**src/rtl/msqm_pkg.sv**
```systemverilog
package msqm_pkg;

  // sizes of the list table, the node pool and the stored word
  localparam int NUM_LISTS    = 64;
  localparam int POOL_ENTRIES = 1024;
  localparam int VALUE_WIDTH  = 64;

  localparam int ListW = $clog2(NUM_LISTS);
  localparam int NodeW = $clog2(POOL_ENTRIES);
  localparam int CntW  = NodeW + 1;

  // fixed port widths
  localparam int CmdW    = 2;
  localparam int IdW     = 6;
  localparam int StatusW = 3;
  localparam int WordW   = 64;

  typedef enum logic [CmdW-1:0] {
    CMD_CREATE = 2'd0,
    CMD_PUSH   = 2'd1,
    CMD_POP    = 2'd2,
    CMD_POP_ALT = 2'd3
  } cmd_t;

  typedef enum logic [StatusW-1:0] {
    ST_OK      = 3'd0,
    ST_EXISTS  = 3'd1,
    ST_MISSING = 3'd2,
    ST_EMPTY   = 3'd3,
    ST_FULL    = 3'd4
  } status_t;

  typedef enum logic [1:0] {
    S_IDLE,
    S_LOOK,
    S_POP
  } state_t;

  // one entry of the list table
  typedef struct packed {
    logic             is_queue;
    logic             nonempty;
    logic [NodeW-1:0] head;
    logic [NodeW-1:0] tail;
  } lst_t;

  localparam int LstW = $bits(lst_t);

  // requests to the node allocator
  typedef struct packed {
    logic             take;
    logic             give;
    logic [NodeW-1:0] give_node;
  } alloc_req_t;

  // allocator status
  typedef struct packed {
    logic             avail;
    logic [NodeW-1:0] node;
    logic [NodeW-1:0] free_top;
  } alloc_rsp_t;

endpackage

```
**src/rtl/msqm_alloc.sv**
```systemverilog
module msqm_alloc (
  input  logic                                clk,
  input  logic                                rst_n,
  input  msqm_pkg::alloc_req_t                req,
  input  logic [msqm_pkg::NodeW-1:0]          link_rd,
  output msqm_pkg::alloc_rsp_t                rsp
);

  logic [msqm_pkg::CntW-1:0]  fresh_count_r, fresh_count_nxt;
  logic [msqm_pkg::CntW-1:0]  free_count_r, free_count_nxt;
  logic [msqm_pkg::NodeW-1:0] free_top_r, free_top_nxt;
  logic                       free_nonempty_r, free_nonempty_nxt;

  // freed nodes first, then never used nodes in order
  always_comb begin
    rsp.free_top = free_top_r;
    rsp.avail    = free_nonempty_r ||
                   (fresh_count_r < msqm_pkg::CntW'(msqm_pkg::POOL_ENTRIES));
    rsp.node     = free_nonempty_r ? free_top_r
                                   : fresh_count_r[msqm_pkg::NodeW-1:0];
  end

  // free list update on take or give
  always_comb begin
    fresh_count_nxt   = fresh_count_r;
    free_count_nxt    = free_count_r;
    free_top_nxt      = free_top_r;
    free_nonempty_nxt = free_nonempty_r;
    if (req.take) begin
      if (free_nonempty_r) begin
        free_count_nxt = free_count_r - 1'b1;
        if (free_count_r == msqm_pkg::CntW'(1)) begin
          free_nonempty_nxt = 1'b0;
        end else begin
          free_top_nxt = link_rd;
        end
      end else begin
        fresh_count_nxt = fresh_count_r + 1'b1;
      end
    end else if (req.give) begin
      free_top_nxt      = req.give_node;
      free_nonempty_nxt = 1'b1;
      free_count_nxt    = free_count_r + 1'b1;
    end
  end

  always_ff @(posedge clk) begin
    if (!rst_n) begin
      fresh_count_r   <= '0;
      free_count_r    <= '0;
      free_top_r      <= '0;
      free_nonempty_r <= 1'b0;
    end else begin
      fresh_count_r   <= fresh_count_nxt;
      free_count_r    <= free_count_nxt;
      free_top_r      <= free_top_nxt;
      free_nonempty_r <= free_nonempty_nxt;
    end
  end

endmodule

```
**config.mk**
```make
export PLATFORM = sky130hd
export DESIGN_NAME = msqm_alloc
export DESIGN_NICKNAME = d
export VERILOG_FILES = /design/src/rtl/msqm_pkg.sv /design/src/rtl/msqm_alloc.sv
export SDC_FILE = /design/constraint.sdc
export NUM_CORES = 1
export LEC_CHECK = 0
export BUFFER_PORTS_ARGS = -buffer_cell sky130_fd_sc_hd__buf_2
export CAP_MARGIN = 20
export CORE_MARGIN = 4
export CORE_UTILIZATION = 53
export CTS_CLUSTER_SIZE = 14
export DETAILED_ROUTE_END_ITERATION = 16
export PLACE_DENSITY_LB_ADDON = 0.08
export SLEW_MARGIN = 20
export SYNTH_ARGS = -nofsm -noshare
export SYNTH_HDL_FRONTEND = slang
export SYNTH_SLANG_ARGS = --single-unit
export TNS_END_PERCENT = 1
```
**constraint.sdc**
```tcl
create_clock -name clk -period 2.5 [get_ports clk]
set_input_delay 0 -clock clk [delete_from_list [all_inputs] [get_ports clk]]
set_output_delay 0 -clock clk [all_outputs]
set_load 0.01 [all_outputs]
```
# --- Word level (Yosys, flattened, before mapping) ---
# Cells that the tools add are included.
totals:
  regBits: 33
  inputBits: 24
  output_inout_bits: 21
  wordCells: 29
op_classes:
  n_addsub: 3
  n_lt_le_gt_ge: 1
  eq_ne: 3
  n_mux: 12
  bitwise: 1
  reduce_logical: 5
op_table:
  columns: ["operator", "n"]
  rows:
  - ["10-bit two-way mux", 5]
  - ["11-bit two-way mux", 3]
  - ["11-bit by 1-bit adder with 11-bit output, second input constant", 2]
  - ["11-bit by 1-bit equality test with 1-bit output, second input constant", 1]
  - ["11-bit < comparator, second input constant", 1]
  - ["11-bit by 1-bit subtractor with 11-bit output, second input constant", 1]
  - ["1-bit two-way mux", 4]
  - ["2-bit AND reduction", 2]
  - ["3-bit AND reduction", 1]
  - ["2-bit by 1-bit != test with 1-bit output, second input constant", 1]
  - ["2-bit != test, second input constant", 1]
  - ["2-bit nonzero test", 1]
  - ["1-bit logical OR", 1]
  - ["1-bit inverter", 1]

# --- Longest topological paths before layout ---
depth:
  word_depth: 4
  mapped_depth: 7
  mapped_depth_nobuf: 6

# --- Worst setup path after synthesis ---
# OpenSTA, ideal clock, no wires.
synth_path:
  kind: "register to register"
  from: "reg free_count_r[6] (netlist bit)"
  to: "reg free_count_r[9] (netlist bit)"
  setup_time_ps: 70
  t_arrival_ps: 1733
  t_required_ps: 2430
  setup_slack_ps: 697
  stages_incl_launch_ff: 6
  period_less_slack_ps: 1803
  path_cell_list: "dfxtp_1 buf_6 or4b_1 o22a_1 or4_1 a21oi_1"
synth_between:
  elab_chain_len: 3
  word_cells_on_any_way: 5
synth_rtl:
  columns: ["item", "line", "text"]
  rows:
  - ["start: declaration", "msqm_alloc.sv:10", "logic [msqm_pkg::CntW-1:0] free_count_r, free_count_nxt;"]
  - ["start signal: assignment", "msqm_alloc.sv:55", "free_count_r <= free_count_nxt;"]
  - ["11-bit by 1-bit adder with 11-bit output / 11-bit by 1-bit subtractor with 11-bit output (equally long branches)", "msqm_alloc.sv:43, msqm_alloc.sv:31", null]
  - ["11-bit two-way mux, on equally long branches", "msqm_alloc.sv:40, msqm_alloc.sv:30", null]
  - ["11-bit two-way mux *", "msqm_alloc.sv:29", "if (req.take) begin"]
# Every way passes the cells marked *; elsewhere a longest branch is shown, timed or not. The select of a mux whose other input is x is not followed.
# A chain may end at the register's enable or synchronous reset.

# --- Worst setup path after layout ---
# Same ends and word-level chain as after synthesis.

==> impl_metrics.ini <==
[cts]
clock_latency_ns = 0.34
cts_buffer_depth = 2
clockRootBuffer = clkbuf_4
ctsHtreeMaxLevel = 2
cts_buffers = 5
cts_tree = done
clk_pin_slew_ns = 0.10
clkSinkCount = 33

[synthesis]
netlist_instances = 203
synth_common_cells = dfxtp_1 (33), nor2_1 (25), mux2i_1 (15)
yosys_register_bits = 33
async_flop_share_pct = 0
yosysTopAreaCellShare_pct = 36.36
synthFlopType = dfxtp_1
avgSynthCellArea_um2 = 8.949
ys_warn_count = 0
synth_seq_area_share_pct = 36.36
synth_cell_types = 45
synth_edf_count = 0
synth_top_cells_by_area = dfxtp_1 (36%), mux2i_1 (8.3%), mux2_2 (5.6%), nor2_1 (5.2%), a211oi_1 (4.5%)
yosysTopAreaCell = dfxtp_1
syn-num-nets = 231
synth.most_common_cell = dfxtp_1
syn_area_um2 = 1817

[final_layout]
drive_gt1_share_pct = 26.17
post-route-util_pct = 71.07
final_nets = 283
area_growth_pct = 23.35
finish.instance_area_um2 = 2241
antenna_cells = 0
nFillCells = 278

[critical_path]
critPathMaxFanout = 10
crit_path_start_kind = flop
required_ns = 2.76
cp_cell_sequence = or4b_1 > o22a_1 > or4_1 > a21oi_1
rr_endpoint = free_count_r[9]
rrSetupSlack_ns = 0.61
path_buf_inv = 0
rr_worst_depth = 4
crit_slowest_cell = or4b_1
cp_top_family = simple AND/OR/NAND/NOR gates
rr_startpoint = free_count_r[6]
critical_path_class = flop to flop
end_kind = flop
cp_slowest_stage_delay_ns = 0.56
critPathArrivalTime_ns = 2.15

[timing]
tightest_slew_ns = 0.9753
final_max_slew_viol_count = 0
setup_viol_count_final = 0
relSlewSlack_pct = 34.91
fin_tns_setup_ns = 0
layout_min_cycle_time_ns = 1.894
rsz0062_at_grt = false
period_share_pct = 75.77
max_freq_mhz = 527.9
hold_viol = 1
clock_skew_ns = 0.01436
whs_ns = -0.001660

[power]
finalPower_mw = 1.346
p_leak_nw = 0.9705
p_per_area_nw_per_um2 = 600.8
ir_drop_uv = 359.8

[floorplanning]
start_util_pct = 57.62
rows = 20
fp.coreArea_um2 = 3153
ios = 45
die_area_um2 = 4428
die_x_um = 66.55
fp.dieH_um = 66.55

[placement]
dp_hpwl_um = 3120
gp_routability_congestion = 0.8161
placed_area_um2 = 2048
numPortBuffers = 44

[route]
drt-pass1-iter-count = 4
ant_nets = 0
vias = 1668
vias_per_cell = 5.560
drtIter0Drc = 133
drcViolationCount = 0
post_drt_wl_per_cell_um = 14.71
wl_um = 4413

[worst_hold_path]
worstHoldEndpoint = free_top_r[9]
hold_start = req[9]
min_path_cells = 3
worst_hold_path_type = input pin to flop

[global_route]
grt_pass1_vias = 1588
grt_usage_pct = 21.14
grt_max_degree = 32
grt_first_pass_wirelength_um = 7217
grt_antenna_before_repair = 0
overflow = 0

[run_status]
status = complete, but fails checks
violations = negative hold slack

[job]
max-cap-violations = 0
-- placed cells by master, fill, tap and decap left out, types with 2 or more instances in the layout --
| cell type | Yosys | layout |
|---|---|---|
| dfxtp_1 | 33 | 33 |
| o21ai_0 | 7 | 7 |
| o31ai_1 | 3 | 3 |
| or3_1 | 6 | 6 |
| nand2_1 | 8 | 8 |
| or4_1 | 3 | 3 |
| buf_4 | 1 | 4 |
| bufinv_16 | 0 | 2 |
| nand4_1 | 2 | 2 |
| a21oi_1 | 12 | 12 |
| and3_1 | 2 | 2 |
| nor3_1 | 2 | 2 |
| inv_1 | 5 | 5 |
| xor2_1 | 7 | 7 |
| buf_2 | 1 | 44 |
| and3b_1 | 2 | 2 |
| nand2b_1 | 3 | 3 |
| nor2_1 | 25 | 25 |
| xnor2_1 | 4 | 4 |
| a22oi_1 | 2 | 2 |
| clkbuf_4 | 0 | 5 |
| nor2b_1 | 3 | 3 |
| mux2i_1 | 15 | 15 |
| and4b_1 | 2 | 2 |
| a211oi_1 | 11 | 11 |
| dlygate4sd3_1 | 0 | 9 |
| mux2_2 | 9 | 9 |
| nand3_1 | 5 | 5 |
| ha_1 | 4 | 4 |
| nor4_1 | 3 | 3 |
-- report_power, final --
group          total (mW)  switching, mW  leakage (nW)  internal [mW]
Sequential          0.601         0.0413         0.270          0.560
Combinational       0.245          0.127         0.645          0.118
Clock               0.501          0.191        0.0552          0.310
-- how the worst max path moves through the flow --
stage               slack, ns  depth (start not counted)         endpoint       startpoint
detailed placement       0.66                          4  free_count_r[9]  free_count_r[6]
CTS                      0.63                          4  free_count_r[9]  free_count_r[6]
global placement         0.68                          4  free_count_r[9]  free_count_r[6]
finish                   0.61                          4  free_count_r[9]  free_count_r[6]
global route             0.54                          4  free_count_r[9]  free_count_r[6]
floorplan                0.70                          5  free_count_r[9]  free_count_r[6]
-- worst register-to-register path: cells and delay by family, from the launching register on --
family          cells  cell delay (ns)
compound gates      2             0.36
flops               1             0.41
simple gates        2             1.06
-- area by class of cell --
class / instances / area (µm²) / area share, %
Clock inverter: 3 / 65.06 / 2.903
Sequential cell: 33 / 660.6 / 29.48
Inverter: 5 / 18.77 / 0.8375
Timing Repair Buffer: 57 / 340.3 / 15.19
Clock buffer: 5 / 37.54 / 1.675
Multi-Input combinational cell: 153 / 1064 / 47.46
Tap cell: 44 / 55.05 / 2.457
-- cells by family (layout without fill, tap and decap cells) --
kind of cell | after synthesis | count (layout) | share of synthesized area [%]
AOI/OAI and AO/OA | 38 | 38 | 13.15
xor gates and xnor gates | 11 | 11 | 5.303
adders and majority gates | 4 | 4 | 2.755
buffers and inverters | 17 | 70 | 5.096
DFF | 33 | 33 | 36.36
muxes | 25 | 25 | 14.60
and+or+nand+nor | 75 | 75 | 22.73
-- repair_timing --
item | CTS | global route
setup buffers | 0 | 0
hold buffers | 9 | 0
hold endpoints to repair | 7 | 0
resized for setup | 0 | 0
-- stage by stage --
step                      instances  worst slack [ns]  hold slack (ns)
final                           300            0.6058        -0.001660
after CTS                       300            0.6284        0.0009420
after floorplan                 203            0.6969           0.1217
after global routing            300            0.5411         0.004868
after global placement          283            0.6841           0.2633
after detailed placement        283            0.6640           0.2752
-- sequential cells by signal (all words and copies together), names as in the netlist --
name and flops:
free_count_r 11, free_nonempty_r 1, fresh_count_r 11, free_top_r 10
-- routing by layer --
metal	wire [µm]	vias up	part of all wire, %	GRT usage, %
met1	2095	766	47	27.51
met4	80	0	1.8	9.137
met5	0	-	0	0
met3	188	10	4.3	4.216
met2	2049	49	46	33.66
li1	-	843	-	-
Note: power is estimated with default switching activity, not from simulation.
