`config.mk`:
```
export PLATFORM = sky130hd
export DESIGN_NAME = msqm_ram
export DESIGN_NICKNAME = d
export VERILOG_FILES = /design/src/rtl/msqm_ram.sv
export SDC_FILE = /design/constraint.sdc
export NUM_CORES = 1
export LEC_CHECK = 0
export ABC_CLOCK_PERIOD_IN_PS = 1600
export CAP_MARGIN = 20
export CORE_MARGIN = 3
export CORE_UTILIZATION = 55
export DETAILED_ROUTE_END_ITERATION = 12
export DONT_BUFFER_PORTS = 1
export MAX_ROUTING_LAYER = met4
export PLACE_DENSITY = 0.73
export SLEW_MARGIN = 20
export SYNTH_ARGS = -nofsm -noshare
export SYNTH_HDL_FRONTEND = slang
export SYNTH_SLANG_ARGS = --single-unit
```
`constraint.sdc`:
```
create_clock -name clk -period 1.6 [get_ports clk]
set_input_delay 0.24 -clock clk [delete_from_list [all_inputs] [get_ports clk]]
set_output_delay 0.24 -clock clk [all_outputs]
set_load 0.01 [all_outputs]
```
`src/rtl/msqm_ram.sv`:
```
module msqm_ram #(
  parameter int WIDTH = 8,
  parameter int DEPTH = 16
) (
  input  logic                     clk,
  input  logic                     we,
  input  logic [$clog2(DEPTH)-1:0] waddr,
  input  logic [WIDTH-1:0]         wdata,
  input  logic [$clog2(DEPTH)-1:0] raddr,
  output logic [WIDTH-1:0]         rdata
);

  logic [WIDTH-1:0] mem [DEPTH];

  // one write port, one registered read port
  always_ff @(posedge clk) begin
    if (we) begin
      mem[waddr] <= wdata;
    end
    rdata <= mem[raddr];
  end

endmodule

```
Word-level counts from Yosys, hierarchy flattened
Memory sizes are Yosys's and may differ from the RTL's. A register that Yosys moved wholly into a read port is not among the register bits.
Index checks and enable logic that the tools add are counted.
Storage, ports and cells
  flip-flop bits (word level): 0
  memory bits (writable): 128
  input bits: 18
  output and inout port bits: 8
  word-level logic and storage cells: 3
  memories: 1
Operators by class
  multiplexer cells: 2
Memory list
  mem: depth 16, bits a word 8, read ports 1, clocked after Yosys merged registers in 1, write ports 1, line 13  | logic [WIDTH-1:0] mem [DEPTH];
Operators by type and width (number)
  $mux 1: 2

Depth between registers and ports, before layout
Gate-level depths: netlist of the first run.
  depth after elaboration: 2
  gate-level depth with buffers: 5
  mapped depth without buffers: 3

Least setup slack after synthesis of the first run
Ideal clock, no wire load.
  path type: input to register
  from: input waddr[2]
  to: memory mem[0][0] (enable)
  setup time: 383 ps
  arrival: 1350 ps
  data required time: 1217 ps
  slack: -133 ps
  stages: 2
  buffers on the path: 0
  cells stage by stage: or3b_2 -> nor3_1
RTL lines
  from (decl): line 7  | input logic [$clog2(DEPTH)-1:0] waddr,
  to (decl): line 13
Straight into the memory's write port.

==> impl_metrics.csv, run 1 <==
group,metric,value,unit
cts,ctsHoldBuffers,8,
power_and_ir_drop,p_total,8.19,mW
logic_synthesis,synth.top_cell.area_share,74.7,%
timing,min_period_over_period,88.1,%
setup_path,reg2reg_from,"mem[10][0]",
timing,hold_viol_final,0,
cts,clk_pin_slew,0.06,ns
power_and_ir_drop,powerDensity,1370,nW/µm²
logic_synthesis,yosysWarnings,0,
logic_synthesis,synth_cells,229,
setup_path,worst_r2r_endpoint,"rdata[0]",
cts,htree_num_levels,4,
logic_synthesis,synth_flop_cell,"edfxtp_1",
timing,setup_tns,0,ns
global_routing,grt_max_degree,33,
setup_path,r2r_cells,3,
floorplanning,die_w,103,µm
detailed_routing,vias_per_cell,6.57,
timing,period_needed,1.41,ns
cells_and_area,nets,280,
setup_path,crit_required,1.99,ns
logic_synthesis,ys_async_sr_fraction,0,%
logic_synthesis,synth_nets,247,
placed_design,gp_congestion,0.752,
timing,timing.fmax,709,MHz
logic_synthesis,ys_seq_area_share,77.8,%
detailed_routing,drc_errors,0,
floorplanning,row_count,34,
placed_design,post-dp-hpwl,5.88,mm
cells_and_area,final_util,67.5,%
setup_path,cp_max_fo,1,
min_path,hold_depth,3,
setup_path,critPathKind,"flop to flop",
setup_path,cp_cell_sequence,"mux4_2 -> a22oi_1 -> nand2_1",
detailed_routing,postRouteWirelength,10.2,mm
global_routing,antenna_found_initial,0,
global_routing,grt_pass1_wl,15.3,mm
cts,cts_sinks,136,
logic_synthesis,ys_types,19,
detailed_routing,drtIter0Drc,216,
setup_path,setup.worst_path.end_class,"flop",
cts,cts_buffer_depth,2,
setup_path,start_kind,"flop",
logic_synthesis,synth_area_per_cell,22.5,µm²
detailed_routing,vias,2509,
logic_synthesis,syn-cell-area,5150,µm²
timing,rsz0062_at_grt,"false",
timing,finalSetupViolations,0,
floorplanning,die_y,103,µm
cts,root_buffer,"clkbuf_8",
timing,relSlewSlack,53.1,%
min_path,worstHoldStart,"raddr[1]",
global_routing,track_usage,22.2,%
floorplanning,dieArea,10600,µm²
cts,postCtsSetupRepairBufs,0,
timing,report.final.slew_viol_count,0,
setup_path,slowest_stage,"mux4_2",
setup_path,crit_family,"multiplexers",
setup_path,max_stage_delay,0.46,ns
detailed_routing,wire_per_inst,26.8,µm
cts,cts_tree,"yes",
power_and_ir_drop,ir_drop,0.670,mV
detailed_routing,wl_met1,4.32,mm
timing,worst_pin_slew,0.701,ns
cts,clk_latency,0.52,ns
placed_design,portBuffers,0,
logic_synthesis,synth_edf_count,128,
timing,fin_ws,0.190,ns
timing,clock_skew,0.00793,ns
setup_path,r2r_slack,0.19,ns
placed_design,place_ws,0.180,ns
detailed_routing,top_layer,"met4",
floorplanning,io_pins,26,
global_routing,grt_pass1_vias,2399,
detailed_routing,final_antenna_net_count,0,
outcome,status,"complete, no violations",
setup_path,critPathArrivalTime,1.80,ns
flow_run,drv_cap,0,
min_path,hold_class,"input pin to flop",
detailed_routing,met3_length,698,µm
setup_path,crit_buf_inv,0,
min_path,min_to,"rdata[0]",
cts,cts_resized,0,
logic_synthesis,synth_largest_area_cell,"edfxtp_1",
logic_synthesis,yosysMostFrequentCell,"edfxtp_1",
power_and_ir_drop,p_leak,2.00,nW
cells_and_area,antennaDiodeCount,0,
detailed_routing,dr.pass1.iters,5,
setup_path,worstSetupPathDepth,3,
floorplanning,core_area,8890,µm²
global_routing,overflow,0,
cts,cts_buffers,17,
logic_synthesis,ys_top_cells_by_count,"edfxtp_1 (128), mux4_2 (18), a22oi_1 (16), mux4_1 (14), nor2_1 (13)",
cells_and_area,area_growth,16.6,%
floorplanning,start_util,57.9,%
cells_and_area,drive_above_1_share,23.7,%
detailed_routing,wl_met2,5.06,mm
logic_synthesis,synthTopCellsByArea,"edfxtp_1 (75%), mux4_2 (7.9%), mux4_1 (7.1%)",
logic_synthesis,ys_seq_elements,136,
where the power goes:
part | switching, mW | internal, mW | total, mW
registers | 0.0429 | 3.99 | 4.03
clock network | 1.37 | 2.51 | 3.88
logic | 0.147 | 0.133 | 0.281
total | 1.56 | 6.63 | 8.19
layout make-up:
cell class | count | area (µm²)
Multi-Input combinational cell | 83 | 1060
Clock inverter | 13 | 180
Clock buffer | 18 | 418
Sequential cell | 136 | 4000
Timing Repair Buffer | 24 | 200
Fill cell | 535 | 2890
Tap cell | 108 | 135
flip-flops by register name, summed over array words and instances, names as in the netlist:
| signal | flops |
|---|---|
| rdata | 8 |
| mem | 128 |
worst max path at each step:
stage,startpoint,slack [ns],to
6_report,mem[10][0],0.19,rdata[0]
3_3_place_gp,mem[11][0],0.21,rdata[0]
3_5_place_dp,mem[11][0],0.18,rdata[0]
5_1_grt,mem[11][0],0.15,rdata[0]
2_1_floorplan,waddr[2],0.09,mem[3][0]
4_1_cts,mem[11][0],0.16,rdata[0]
logic make-up after synthesis:
group | share of synthesized area [%]
compound gates | 2.33
mux | 15.0
buf+inv | 1.68
simple gates | 3.18
flops | 77.8
tightest hold or removal path: stages:
cell,delay (ns)
mux4_1,0.12
a22oi_1,0.08
nand2_1,0.07
through the flow:
step,std cells,cell area [µm²],hold WS (ns)
after floorplan,229,5150,0.339
after global placement,343,5320,0.340
after detailed placement,343,5320,0.340
after CTS,382,6000,0.00185
after global routing,382,6000,0.0244
final,382,6000,0.0288
per-layer routing:
layer | vias to the layer above | GRT usage (%)
met5 | - | -
met4 | 0 | 8.27
met3 | 21 | 6.50
met2 | 125 | 31.0
met1 | 1323 | 31.6
li1 | 1040 | -
cells in the final DEF (no fill, tap or decap), types with 2 or more instances in the layout:
cell / Yosys / routed
nand2b_1: 2 / 2
edfxtp_1: 128 / 128
nand2_1: 9 / 9
nor2_1: 13 / 13
clkinv_4: 0 / 3
dlygate4sd3_1: 0 / 8
mux4_2: 18 / 18
mux4_1: 14 / 14
dfxtp_1: 8 / 8
clkbuf_16: 0 / 16
clkinvlp_4: 0 / 2
nor3_1: 4 / 3
clkinv_2: 0 / 3
buf_4: 1 / 16
bufinv_16: 0 / 4
a22oi_1: 16 / 16
nand3b_1: 2 / 2
Note: power is estimated with default switching activity, not from simulation.
==> run 2: changes to the inputs <==
CTS_BUF_LIST = sky130_fd_sc_hd__clkbuf_16   (was unset)
TNS_END_PERCENT = 100   (was unset)
==> run 2 against run 1 <==
Effect of this change: clock-buffer cell count shrank 1; first-iteration DRC count shrank 5.6%; critical path depth is the same; sequential share of layout area shrank 0.13 points; combinational power is essentially flat; clock power grew 2%; wire length grew 0.76%; register-to-register slack lost 0.07 ns; sequential power is essentially flat; setup slack lost 0.074 ns; global-route usage grew 0.31 points; non-clock buffer count is the same; critical path type unchanged.
==> impl_metrics.csv, run 2 (synthesized netlist as in run 1, its figures left out) <==
group,metric,value,unit
outcome,status,"complete, no violations",
power_and_ir_drop,pwr-share-clk,47.9,%
power_and_ir_drop,ir_drop,0.617,mV
cts,cts_sinks,136,
cells_and_area,antennaDiodeCount,0,
flow_run,drv_cap,0,
setup_path,slowest_stage,"mux4_1",
cts,clk_pin_slew,0.06,ns
min_path,hold_class,"input pin to flop",
cells_and_area,top_regs,"mem: 128 flops, rdata: 8 flops",
placed_design,post-dp-hpwl,5.88,mm
detailed_routing,vias_per_cell,6.32,
setup_path,critPathArrivalTime,1.75,ns
cells_and_area,top_register,"mem",
cells_and_area,largest_reg_flops,128,
cells_and_area,drive_above_1_share,23.7,%
detailed_routing,drtIter0Drc,204,
power_and_ir_drop,p_comb_share,3.4,%
cts,htree_num_levels,4,
global_routing,grt_pass1_wl,15.5,mm
floorplanning,die_w,103,µm
timing,finalSetupViolations,0,
detailed_routing,drc_errors,0,
timing,relSlewSlack,48.6,%
global_routing,top_usage_layer,"met2",
setup_path,critPathKind,"flop to flop",
global_routing,use_met2,31.7,%
detailed_routing,postRouteWirelength,10.3,mm
detailed_routing,vias,2416,
setup_path,endpoint,"rdata[5]",
cells_and_area,area_growth,16.8,%
global_routing,met1_usage,30.9,%
setup_path,worst_r2r_endpoint,"rdata[5]",
power_and_ir_drop,power_frac_seq,48.7,%
floorplanning,dieArea,10600,µm²
timing,min_period_over_period,92.8,%
global_routing,overflow,0,
timing,clock_skew,0.00984,ns
setup_path,setup.worst_path.end_class,"flop",
cells_and_area,mostFrequentLayoutCells,"edfxtp_1 (128), mux4_2 (18), clkbuf_16 (17), a22oi_1 (16), buf_4 (16)",
cells_and_area,nets,280,
setup_path,cp_cell_sequence,"mux4_1 -> a22oi_1 -> nand2_1",
global_routing,antenna_found_initial,0,
timing,hold_viol_final,0,
power_and_ir_drop,swShare,19.0,%
global_routing,use_met3,7.71,%
power_and_ir_drop,switchingPower,1.57,mW
floorplanning,start_util,57.9,%
cts,cts_buffers,17,
detailed_routing,dr.pass1.iters,4,
cts,clk_latency,0.41,ns
power_and_ir_drop,p_int,6.70,mW
min_path,hold_depth,3,
floorplanning,die_y,103,µm
cts,cts_buffer_depth,2,
floorplanning,io_pins,26,
timing,rsz0062_at_grt,"false",
cts,cts_resized,0,
setup_path,r2r_cells,3,
placed_design,place_ws,0.180,ns
setup_path,start_kind,"flop",
setup_path,max_stage_delay,0.54,ns
cts,cts_tree,"yes",
floorplanning,core_area,8890,µm²
timing,fin_ws,0.116,ns
global_routing,grt_max_degree,33,
cells_and_area,layout_commonest_cell,"edfxtp_1",
placed_design,gp_congestion,0.752,
power_and_ir_drop,p_total,8.27,mW
timing,timing.fmax,674,MHz
setup_path,reg2reg_from,"mem[0][5]",
detailed_routing,wire_per_inst,27.0,µm
detailed_routing,final_antenna_net_count,0,
global_routing,grt_pass1_vias,2481,
cts,root_buffer,"clkbuf_16",
setup_path,cp_max_fo,1,
setup_path,crit_start,"mem[0][5]",
floorplanning,row_count,34,
setup_path,r2r_slack,0.12,ns
power_and_ir_drop,powerDensity,1380,nW/µm²
placed_design,portBuffers,0,
timing,worst_pin_slew,0.769,ns
setup_path,crit_required,1.87,ns
global_routing,track_usage,22.5,%
timing,period_needed,1.48,ns
timing,setup_tns,0,ns
power_and_ir_drop,p_leak,2.01,nW
timing,report.final.slew_viol_count,0,
run 2: cell types whose count changed in the layout (fill, tap and decap cells not counted), sizes merged:
cell    change
clkbuf      -1
inv         +1
run 2: timing repair:
action                                  4_1_cts  5_1_grt
endpoints found under the setup margin        0        0
endpoints found under the hold margin       128        0
hold buffers                                  8        0
buffers inserted                              0        0
run 2: layout make-up:
type / count / area, µm²
Clock buffer: 17 / 425
Clock inverter: 14 / 184
Timing Repair Buffer: 24 / 200
Fill cell: 536 / 2880
Multi-Input combinational cell: 83 / 1060
Tap cell: 108 / 135
Sequential cell: 136 / 4000
run 2: worst min path at each step:
| stage | from | end | slack, ns |
|---|---|---|---|
| global placement | wdata[2] | mem[12][2] | 0.34 |
| detailed placement | wdata[2] | mem[13][2] | 0.34 |
| finish | raddr[1] | rdata[4] | 0.14 |
| floorplan | wdata[0] | mem[0][0] | 0.34 |
| global route | raddr[1] | rdata[6] | 0.13 |
| CTS | raddr[1] | rdata[4] | 0.12 |
run 2: power by group through the flow:
stage / Combinational (mW) / Sequential [mW] / Clock (mW)
2_1_floorplan: 0.202 / 4.09 / 0
3_3_place_gp: 0.218 / 4.10 / 0
3_5_place_dp: 0.220 / 4.10 / 0
4_1_cts: 0.286 / 4.03 / 4.00
5_1_grt: 0.302 / 4.04 / 4.19
6_report: 0.283 / 4.03 / 3.96
run 2: critical path: cells and delay by family, from the launching register on:
kind               cells  cell delay [ns]
and+or+nand+nor        1             0.13
AOI/OAI and AO/OA      1             0.27
DFF                    1             0.40
muxes                  1             0.54
run 2: routing by layer:
metal  vias to the layer above  part of all wire, %
met4                         0                  1.7
met3                        12                  9.3
met5                         -                    0
li1                       1035                    -
met1                      1251                   39
met2                       118                   50
run 2: metrics by stage:
stage | instance area (µm²) | util, % | instances | hold WS (ns)
final | 6010 | 67.6 | 382 | 0.142
after global routing | 6010 | 67.6 | 382 | 0.131
after CTS | 6010 | 67.6 | 382 | 0.125
after detailed placement | 5320 | 59.9 | 343 | 0.340
after global placement | 5320 | 59.9 | 343 | 0.340
after floorplan | 5150 | - | 229 | 0.339
